===== src/rtl/heartbeat_hsv_led_driver_assert.svh =====
// ----------------------------------------------------------------------------
// Assertion macros for the heartbeat HSV LED driver
// Clocked, reset-qualified property checks that report through $error.
// ----------------------------------------------------------------------------
`ifndef HEARTBEAT_HSV_LED_DRIVER_ASSERT_SVH
`define HEARTBEAT_HSV_LED_DRIVER_ASSERT_SVH

// Property must hold at every clock edge outside reset.
`define HHLD_ASSERT(name, clk, rst_n, prop) \
  name: assert property (@(posedge clk) disable iff (!rst_n) prop) \
    else $error("hhld assertion failed");

// Condition must never be true outside reset.
`define HHLD_ASSERT_NEVER(name, clk, rst_n, cond) \
  name: assert property (@(posedge clk) disable iff (!rst_n) !(cond)) \
    else $error("hhld forbidden condition seen");

`endif


===== src/rtl/hhld_pkg.sv =====
// ----------------------------------------------------------------------------
// hhld_pkg
// Types, constants and arithmetic helpers shared by the LED driver modules.
// ----------------------------------------------------------------------------
package hhld_pkg;

  localparam logic [7:0]  SatReset    = 8'd255;
  localparam logic [7:0]  PeakReset   = 8'd30;
  localparam logic [13:0] HsvFull     = 14'd10710;
  localparam logic [5:0]  SectorMax   = 6'd42;
  localparam logic [7:0]  SectorWidth = 8'd43;
  localparam logic [7:0]  ValMax      = 8'd255;
  // floor(y / 21) == (y * Div21Mul) >> 16 for y below 13107
  localparam logic [11:0] Div21Mul    = 12'd3121;

  typedef enum logic {
    CfgSaturation = 1'b0,
    CfgPeakLevel  = 1'b1
  } hhld_cfg_e;

  typedef enum logic [2:0] {
    SecRed     = 3'd0,
    SecYellow  = 3'd1,
    SecGreen   = 3'd2,
    SecCyan    = 3'd3,
    SecBlue    = 3'd4,
    SecMagenta = 3'd5
  } hhld_sector_e;

  typedef struct packed {
    logic [7:0] hue;
    logic [7:0] sat;
    logic [7:0] val;
  } hhld_entry_t;

  typedef struct packed {
    logic full;
    logic empty;
  } hhld_fifo_stat_t;

  typedef struct packed {
    hhld_sector_e sector;
    logic [5:0]   off;
  } hhld_hue_t;

  // Split hue into 43-wide sectors; the top sector only reaches offset 40.
  function automatic hhld_hue_t hue_split(input logic [7:0] hue);
    hhld_hue_t   res;
    logic [7:0]  base;
    if (hue >= 8'd215) begin
      res.sector = SecMagenta;
      base       = 8'd215;
    end else if (hue >= 8'd172) begin
      res.sector = SecBlue;
      base       = 8'd172;
    end else if (hue >= 8'd129) begin
      res.sector = SecCyan;
      base       = 8'd129;
    end else if (hue >= 8'd86) begin
      res.sector = SecGreen;
      base       = 8'd86;
    end else if (hue >= SectorWidth) begin
      res.sector = SecYellow;
      base       = SectorWidth;
    end else begin
      res.sector = SecRed;
      base       = 8'd0;
    end
    res.off = 6'(hue - base);
    return res;
  endfunction

  // floor(x / 42) for x up to 10710
  function automatic logic [7:0] div42(input logic [13:0] x);
    logic [24:0] prod;
    prod = x[13:1] * Div21Mul;
    return prod[23:16];
  endfunction

  // floor(x / 255) for x up to 255 * 255
  function automatic logic [7:0] div255(input logic [15:0] x);
    logic [16:0] y;
    logic [24:0] s;
    y = {1'b0, x} + 17'd1;
    s = {y, 8'd0} + {8'd0, y};
    return s[23:16];
  endfunction

endpackage


===== src/rtl/heartbeat_hsv_led_driver.sv =====
// ----------------------------------------------------------------------------
// heartbeat_hsv_led_driver
// Heartbeat triangle ramp with integer HSV to RGB PWM color output.
// ----------------------------------------------------------------------------
// Each accepted tick with a nonzero heartbeat color steps the brightness ramp
// in the same cycle and, when the tick is to be shown, queues it; ticks that
// show nothing leave no result. The front accepts one item per cycle while
// the queue has room, and the color pipeline behind it also takes one item
// per cycle while its output is not held, so the block sustains one item per
// clock while the master side takes its results. A shown item is written to
// the queue and then registered through the four color stages (sector split,
// divide by 42, value products, divide by 255 with output register) in turn
// before it appears on the master side. The whole back pipeline holds while
// a finished color waits to be taken. Configuration is written through the
// plain write port and takes effect on the next tick.
module heartbeat_hsv_led_driver #(
  parameter int FifoDepth = 2
) (
  input  logic        clk_i,
  input  logic        rst_ni,
  input  logic        cfg_we_i,
  input  logic        cfg_idx_i,
  input  logic [7:0]  cfg_data_i,
  input  logic        s_axis_tvalid,
  output logic        s_axis_tready,
  input  logic [31:0] s_axis_tdata,   // beat_color[15:0], error_color[31:16]
  output logic        m_axis_tvalid,
  input  logic        m_axis_tready,
  output logic [23:0] m_axis_tdata    // red[7:0], green[15:8], blue[23:16]
);
  import hhld_pkg::*;

  hhld_fifo_stat_t stat;
  hhld_entry_t     push_entry, pop_entry;
  logic            push, pop;

  hhld_front u_front (
    .clk_i         (clk_i),
    .rst_ni        (rst_ni),
    .cfg_we_i      (cfg_we_i),
    .cfg_idx_i     (cfg_idx_i),
    .cfg_data_i    (cfg_data_i),
    .s_axis_tvalid (s_axis_tvalid),
    .s_axis_tready (s_axis_tready),
    .s_axis_tdata  (s_axis_tdata),
    .stat_i        (stat),
    .push_o        (push),
    .entry_o       (push_entry)
  );

  hhld_fifo #(
    .Depth (FifoDepth)
  ) u_fifo (
    .clk_i  (clk_i),
    .rst_ni (rst_ni),
    .push_i (push),
    .data_i (push_entry),
    .pop_i  (pop),
    .data_o (pop_entry),
    .stat_o (stat)
  );

  hhld_back u_back (
    .clk_i         (clk_i),
    .rst_ni        (rst_ni),
    .stat_i        (stat),
    .entry_i       (pop_entry),
    .pop_o         (pop),
    .m_axis_tvalid (m_axis_tvalid),
    .m_axis_tready (m_axis_tready),
    .m_axis_tdata  (m_axis_tdata)
  );

endmodule


===== src/rtl/hhld_fifo.sv =====
// ----------------------------------------------------------------------------
// hhld_fifo
// Short queue of classified items between the ramp front and the color back.
// ----------------------------------------------------------------------------
`include "heartbeat_hsv_led_driver_assert.svh"

module hhld_fifo #(
  parameter int Depth = 2
) (
  input  logic                     clk_i,
  input  logic                     rst_ni,
  input  logic                     push_i,
  input  hhld_pkg::hhld_entry_t    data_i,
  input  logic                     pop_i,
  output hhld_pkg::hhld_entry_t    data_o,
  output hhld_pkg::hhld_fifo_stat_t stat_o
);
  import hhld_pkg::*;

  localparam int PtrW = (Depth > 1) ? $clog2(Depth) : 1;
  localparam int CntW = $clog2(Depth + 1);

  hhld_entry_t           mem_q [Depth];
  logic [PtrW-1:0]       wr_ptr_q, wr_ptr_d;
  logic [PtrW-1:0]       rd_ptr_q, rd_ptr_d;
  logic [CntW-1:0]       count_q, count_d;
  logic                  do_push, do_pop;

  assign stat_o.full  = (count_q == CntW'(Depth));
  assign stat_o.empty = (count_q == '0);
  assign do_push      = push_i && !stat_o.full;
  assign do_pop       = pop_i && !stat_o.empty;
  assign data_o       = mem_q[rd_ptr_q];

  always_comb begin
    wr_ptr_d = wr_ptr_q;
    rd_ptr_d = rd_ptr_q;
    count_d  = count_q;
    if (do_push) begin
      wr_ptr_d = (wr_ptr_q == PtrW'(Depth - 1)) ? '0 : wr_ptr_q + 1'b1;
    end
    if (do_pop) begin
      rd_ptr_d = (rd_ptr_q == PtrW'(Depth - 1)) ? '0 : rd_ptr_q + 1'b1;
    end
    if (do_push && !do_pop) begin
      count_d = count_q + 1'b1;
    end else if (do_pop && !do_push) begin
      count_d = count_q - 1'b1;
    end
  end

  always_ff @(posedge clk_i or negedge rst_ni) begin
    if (!rst_ni) begin
      wr_ptr_q <= '0;
      rd_ptr_q <= '0;
      count_q  <= '0;
    end else begin
      wr_ptr_q <= wr_ptr_d;
      rd_ptr_q <= rd_ptr_d;
      count_q  <= count_d;
    end
  end

  always_ff @(posedge clk_i) begin
    if (do_push) begin
      mem_q[wr_ptr_q] <= data_i;
    end
  end

  `HHLD_ASSERT_NEVER(a_no_push_full, clk_i, rst_ni, push_i && stat_o.full)
  `HHLD_ASSERT_NEVER(a_no_pop_empty, clk_i, rst_ni, pop_i && stat_o.empty)
  `HHLD_ASSERT(a_count_step, clk_i, rst_ni,
    (do_push && !do_pop) |=> (count_q == $past(count_q) + 1'b1))

endmodule


===== src/rtl/hhld_front.sv =====
// ----------------------------------------------------------------------------
// hhld_front
// Holds the configuration, steps the heartbeat ramp and queues items to show.
// ----------------------------------------------------------------------------
module hhld_front (
  input  logic                      clk_i,
  input  logic                      rst_ni,
  input  logic                      cfg_we_i,
  input  logic                      cfg_idx_i,
  input  logic [7:0]                cfg_data_i,
  input  logic                      s_axis_tvalid,
  output logic                      s_axis_tready,
  input  logic [31:0]               s_axis_tdata,
  input  hhld_pkg::hhld_fifo_stat_t stat_i,
  output logic                      push_o,
  output hhld_pkg::hhld_entry_t     entry_o
);
  import hhld_pkg::*;

  logic [7:0]  sat_q, peak_q;
  logic [7:0]  level_q, level_d;
  logic        falling_q, falling_d;
  logic [15:0] beat, err;
  logic        take, fall, emit, err_mode;

  assign beat          = s_axis_tdata[15:0];
  assign err           = s_axis_tdata[31:16];
  assign s_axis_tready = !stat_i.full;
  assign take          = s_axis_tvalid && s_axis_tready && (beat != '0);
  assign err_mode      = (err != '0);

  always_comb begin
    fall = falling_q;
    if (level_q == peak_q) begin
      fall = 1'b1;
    end
    // zero test wins, so a peak of zero keeps rising and wraps
    if (level_q == '0) begin
      fall = 1'b0;
    end
    level_d   = fall ? level_q - 8'd1 : level_q + 8'd1;
    falling_d = fall;
    if (err_mode) begin
      emit = (level_d == peak_q) || (level_d == '0);
    end else begin
      emit = (level_d > 8'd1);
    end
  end

  assign push_o      = take && emit;
  assign entry_o.hue = err_mode ? err[7:0] : beat[7:0];
  assign entry_o.sat = sat_q;
  assign entry_o.val = level_d;

  always_ff @(posedge clk_i or negedge rst_ni) begin
    if (!rst_ni) begin
      sat_q     <= SatReset;
      peak_q    <= PeakReset;
      level_q   <= '0;
      falling_q <= 1'b0;
    end else begin
      if (cfg_we_i) begin
        case (hhld_cfg_e'(cfg_idx_i))
          CfgSaturation: sat_q  <= cfg_data_i;
          CfgPeakLevel:  peak_q <= cfg_data_i;
          default: ;
        endcase
      end
      if (take) begin
        level_q   <= level_d;
        falling_q <= falling_d;
      end
    end
  end

endmodule


===== src/rtl/hhld_back.sv =====
// ----------------------------------------------------------------------------
// hhld_back
// Four-stage HSV to RGB pipeline with an output register on the master side.
// ----------------------------------------------------------------------------
module hhld_back (
  input  logic                      clk_i,
  input  logic                      rst_ni,
  input  hhld_pkg::hhld_fifo_stat_t stat_i,
  input  hhld_pkg::hhld_entry_t     entry_i,
  output logic                      pop_o,
  output logic                      m_axis_tvalid,
  input  logic                      m_axis_tready,
  output logic [23:0]               m_axis_tdata
);
  import hhld_pkg::*;

  logic         advance;
  logic         v1_q, v2_q, v3_q, out_valid_q;
  hhld_hue_t    hs;

  // stage 1: sector split and saturation products
  hhld_sector_e sec1_q;
  logic [7:0]   val1_q, ps1_q;
  logic         grey1_q;
  logic [13:0]  mo1_q, mt1_q;
  // stage 2: divide by 42, value times (255 - sat)
  hhld_sector_e sec2_q;
  logic [7:0]   val2_q, qd2_q, td2_q;
  logic         grey2_q;
  logic [15:0]  pv2_q;
  // stage 3: value times the q and t factors
  hhld_sector_e sec3_q;
  logic [7:0]   val3_q;
  logic         grey3_q;
  logic [15:0]  pv3_q, qv3_q, tv3_q;
  // stage 4: divide by 255 and route to channels
  logic [7:0]   p4, q4, t4, r4, g4, b4;
  logic [7:0]   red_q, green_q, blue_q;

  assign advance = !out_valid_q || m_axis_tready;
  assign pop_o   = advance && !stat_i.empty;
  assign hs      = hue_split(entry_i.hue);

  always_comb begin
    p4 = div255(pv3_q);
    q4 = div255(qv3_q);
    t4 = div255(tv3_q);
    if (grey3_q) begin
      r4 = val3_q;
      g4 = val3_q;
      b4 = val3_q;
    end else begin
      case (sec3_q)
        SecRed:     begin r4 = val3_q; g4 = t4;     b4 = p4;     end
        SecYellow:  begin r4 = q4;     g4 = val3_q; b4 = p4;     end
        SecGreen:   begin r4 = p4;     g4 = val3_q; b4 = t4;     end
        SecCyan:    begin r4 = p4;     g4 = q4;     b4 = val3_q; end
        SecBlue:    begin r4 = t4;     g4 = p4;     b4 = val3_q; end
        default:    begin r4 = val3_q; g4 = p4;     b4 = q4;     end
      endcase
    end
  end

  always_ff @(posedge clk_i or negedge rst_ni) begin
    if (!rst_ni) begin
      v1_q        <= 1'b0;
      v2_q        <= 1'b0;
      v3_q        <= 1'b0;
      out_valid_q <= 1'b0;
    end else if (advance) begin
      v1_q        <= !stat_i.empty;
      v2_q        <= v1_q;
      v3_q        <= v2_q;
      out_valid_q <= v3_q;
    end
  end

  always_ff @(posedge clk_i) begin
    if (advance) begin
      sec1_q  <= hs.sector;
      val1_q  <= entry_i.val;
      grey1_q <= (entry_i.sat == '0);
      ps1_q   <= ValMax - entry_i.sat;
      mo1_q   <= entry_i.sat * hs.off;
      mt1_q   <= entry_i.sat * (SectorMax - hs.off);

      sec2_q  <= sec1_q;
      val2_q  <= val1_q;
      grey2_q <= grey1_q;
      qd2_q   <= div42(HsvFull - mo1_q);
      td2_q   <= div42(HsvFull - mt1_q);
      pv2_q   <= val1_q * ps1_q;

      sec3_q  <= sec2_q;
      val3_q  <= val2_q;
      grey3_q <= grey2_q;
      pv3_q   <= pv2_q;
      qv3_q   <= val2_q * qd2_q;
      tv3_q   <= val2_q * td2_q;

      red_q   <= r4;
      green_q <= g4;
      blue_q  <= b4;
    end
  end

  assign m_axis_tvalid = out_valid_q;
  assign m_axis_tdata  = {blue_q, green_q, red_q};

endmodule

===== config.mk =====
export PLATFORM = sky130hd
export DESIGN_NAME = heartbeat_hsv_led_driver
export DESIGN_NICKNAME = d
export VERILOG_FILES = /design/src/rtl/hhld_pkg.sv /design/src/rtl/heartbeat_hsv_led_driver.sv /design/src/rtl/hhld_fifo.sv /design/src/rtl/hhld_front.sv /design/src/rtl/hhld_back.sv
export VERILOG_INCLUDE_DIRS = /design/src /design/src/rtl
export SDC_FILE = /design/constraint.sdc
export NUM_CORES = 1
export LEC_CHECK = 0
export BUFFER_PORTS_ARGS = -buffer_cell sky130_fd_sc_hd__buf_2
export CORE_ASPECT_RATIO = 0.7
export CORE_MARGIN = 1
export CORE_UTILIZATION = 60
export DETAILED_ROUTE_END_ITERATION = 12
export PLACE_DENSITY = 0.88
export SYNTH_ARGS = -nofsm -noshare
export SYNTH_HDL_FRONTEND = slang
export SYNTH_HIERARCHICAL = 1
export SYNTH_SLANG_ARGS = --single-unit

===== constraint.sdc =====
create_clock -name clk_i -period 17 [get_ports clk_i]
set_clock_uncertainty 0.2 [all_clocks]
set_input_delay 5.1 -clock clk_i [delete_from_list [all_inputs] [get_ports clk_i]]
set_output_delay 5.1 -clock clk_i [all_outputs]
set_load 0.05 [all_outputs]

==> flow_summary.yaml <==
timing:
  setup_viol: 0
  slew_headroom: 0.1427
  hold_viol_final: 0
  final_max_slew_viol_count: 0
  setup_total_negative_slack_ns: 0
  maxClockFrequency_mhz: 114.2
  timing.final.crit_period_ns: 8.757
  final.period_utilization: 0.5151
  grt_setup_unrepaired: "false"
  transition_time_at_the_pin_with_the_least_slew_margin_ns: 1.285
drt:
  drc_errors: 0
  number_of_nets_with_antenna_violations_after_detailed_routing: 0
  detail_route.wirelength_mm: 54.62
  route.vias.total: 17950
  viasPerCell: 5.850
  drtIter0Drc: 1160
  detail_route.first_pass.iterations: 6
  wl_per_cell_um: 17.80
synthesis:
  mappedNetlistArea_um2: 25710
  post_synth_main_area_contributors: "edfxtp_1, ha_1, fa_1"
  ys_warn_count: 6
  post-synth-top-area-cell: "edfxtp_1"
  synth-main-ff-cell: "edfxtp_1"
  syn-instance-count: 2444
  syn-num-nets: 3052
  ys_seq_area_frac: 0.2932
  synth_cell_type_count: 99
  postSynthRegisterBits: 256
  top_cell_type_s_share_of_synthesized_area: 0.2605
  post_synth.cell_area_avg_um2: 10.52
  postSynth.asyncResetShare: 0.1289
  synth-edff-count: 223
critical_path:
  cell_at_the_slowest_stage_of_the_critical_path: "xnor2_1"
  critPathMaxStageDelay_ns: 0.73
  cp_data_required_time_ns: 17.10
  rr_startpoint: "u_fifo/rd_ptr_q"
  critical_path_arrival_ns: 8.86
  r2r_cells: 31
  endpoint_kind: "flip-flop"
  timing.critical_path.fanout_max: 25
  worstSetupPathType: "flip-flop to flip-flop"
  worstSetupStartpoint: "u_fifo/rd_ptr_q"
  start_kind: "flip-flop"
  crit_path_frequent_cell: "fa_1"
clock_network:
  path_clk_slew_ns: 0.06
  cts_repair_resize_count: 0
  holdBufCountCts: 0
  h-tree-depth: 1
  cts-buffers-inserted: 27
  setup_fix_buffers_added_after_clock_tree_synthesis: 0
  numClockSinks: 256
  ctsLongestPathBuffers: 3
  clock_insertion_delay_worst_skew_ns: 0.57
  cts_tree: "built"
  cts.root.buffer_cell: "clkbuf_16"
layout:
  layoutNonFillerInstCount: 3069
  layout_common_cells: "ha_1, inv_1, edfxtp_1, fa_1, nand2_1"
  post-route-cell-area_um2: 27400
  post_route_cells_drive_above_1_share: 0.08304
  design.final.nets: 3104
  antenna_cells: 0
  layout_commonest_cell: "ha_1"
  final_core_util: 0.6472
  syn_to_final_growth_pct: 6.565
placed_design:
  place_congestion: 0.9895
  post-dp-hpwl_mm: 43.23
  buffer_ports.inserted: 71
  postPlaceCellArea_um2: 26540
  dp.cells: 3019
global_routing:
  first_pass_grt_wire_length_mm: 91.31
  grt_antenna_before_repair: 0
  grt_util_all_layers: 0.2563
  grt_max_degree: 96
  overall_overflow_remaining_after_global_route: 0
  via_count_of_the_first_global_routing_pass: 18730
outcome:
  run_status: "finished, final reports clean"
floorplan:
  design.die.area_um2: 43700
  chip_height_um: 175.2
  io_count: 72
  initial_core_util: 0.6074
  floorplan.die.width_um: 249.4
  fp.coreArea_um2: 42330
  row_count: 63
job:
  drv_cap: 0
hold_path:
  min-delay-path-class: "flip-flop to flip-flop"
  min-delay-start: "u_back/pv2_q[6]"
  timing.hold.worst_path_depth: 0
-- cell families (layout without fill, tap and decap cells) --
group	Yosys count	in the layout	synth area share
xor gates and xnor gates	196	196	0.06818
muxes	56	56	0.02701
adders and majority gates	562	562	0.3328
buffers and inverters	395	468	0.05996
AOI/OAI and AO/OA	321	321	0.08585
DFF	256	256	0.2932
and+or+nand+nor	658	658	0.1331
-- flip-flops by register name, summed over array words and instances, names as in the netlist, 13 cells and up --
| signal | count |
|---|---|
| u_fifo/mem_q | 48 |
| u_back/pv2_q | 16 |
| u_back/pv3_q | 16 |
| u_back/qv3_q | 16 |
| u_back/tv3_q | 16 |
| u_back/mo1_q | 14 |
| u_back/mt1_q | 13 |
-- worst paths after layout --
path                                 endpoint  slack, ns
setup / recovery             u_back/mt1_q[13]       8.24
min in group asynchronous   u_front/peak_q[5]       4.39
max in group asynchronous  u_front/level_q[0]      11.74
setup reg to reg             u_back/mt1_q[13]       8.24
hold reg to reg               u_back/pv3_q[6]       0.22
hold / removal                u_back/pv3_q[6]       0.22
-- per-stage QoR --
step / hold slack [ns] / setup slack (ns)
2_1_floorplan: 0.2003 / 7.700
3_3_place_gp: 0.2025 / 8.571
3_5_place_dp: 0.2045 / 8.328
4_1_cts: 0.2169 / 8.300
5_1_grt: 0.2223 / 7.669
6_report: 0.2157 / 8.243
-- cell usage after synthesis (all sizes together) (36+ instances only) --
library cell / instances
nand2: 178
clkbuf: 36
xor2: 71
and2: 162
fa: 203
a21oi: 83
ha: 359
o21ai: 55
mux2: 50
inv: 341
xnor2: 124
edfxtp: 223
a21o: 37
nor2: 123
nand3: 36
-- layout make-up --
cell class / instances / area, um^2
Clock buffer: 40 / 798.3
Clock inverter: 10 / 60.06
Fill cell: 3130 / 14930
Inverter: 343 / 1292
Multi-Input combinational cell: 1793 / 16630
Sequential cell: 256 / 7537
Tap cell: 552 / 690.7
Timing Repair Buffer: 75 / 385.4
-- worst max-delay path: cells and delay by family, from the launching register on --
family                   cells  cell delay (ns)
multiplexers                 1             0.37
buffers and inverters        5             0.60
XOR/XNOR                     3             1.57
adder cells (fa/ha/maj)      7             3.08
flip-flops                   1             0.32
AO/OA/AOI/OAI               10             1.66
AND/OR/NAND/NOR              5             0.67
-- routing by layer --
layer,vias up,wire length [um],GRT usage
met5,-,0,0
met4,0,1151,0.06199
met3,92,3327,0.03769
met2,597,26060,0.4385
met1,8787,24090,0.3444
li1,8477,-,-
Power is not shown: default switching activity piles up to over one toggle a cycle in this logic, so the estimate is an artifact.
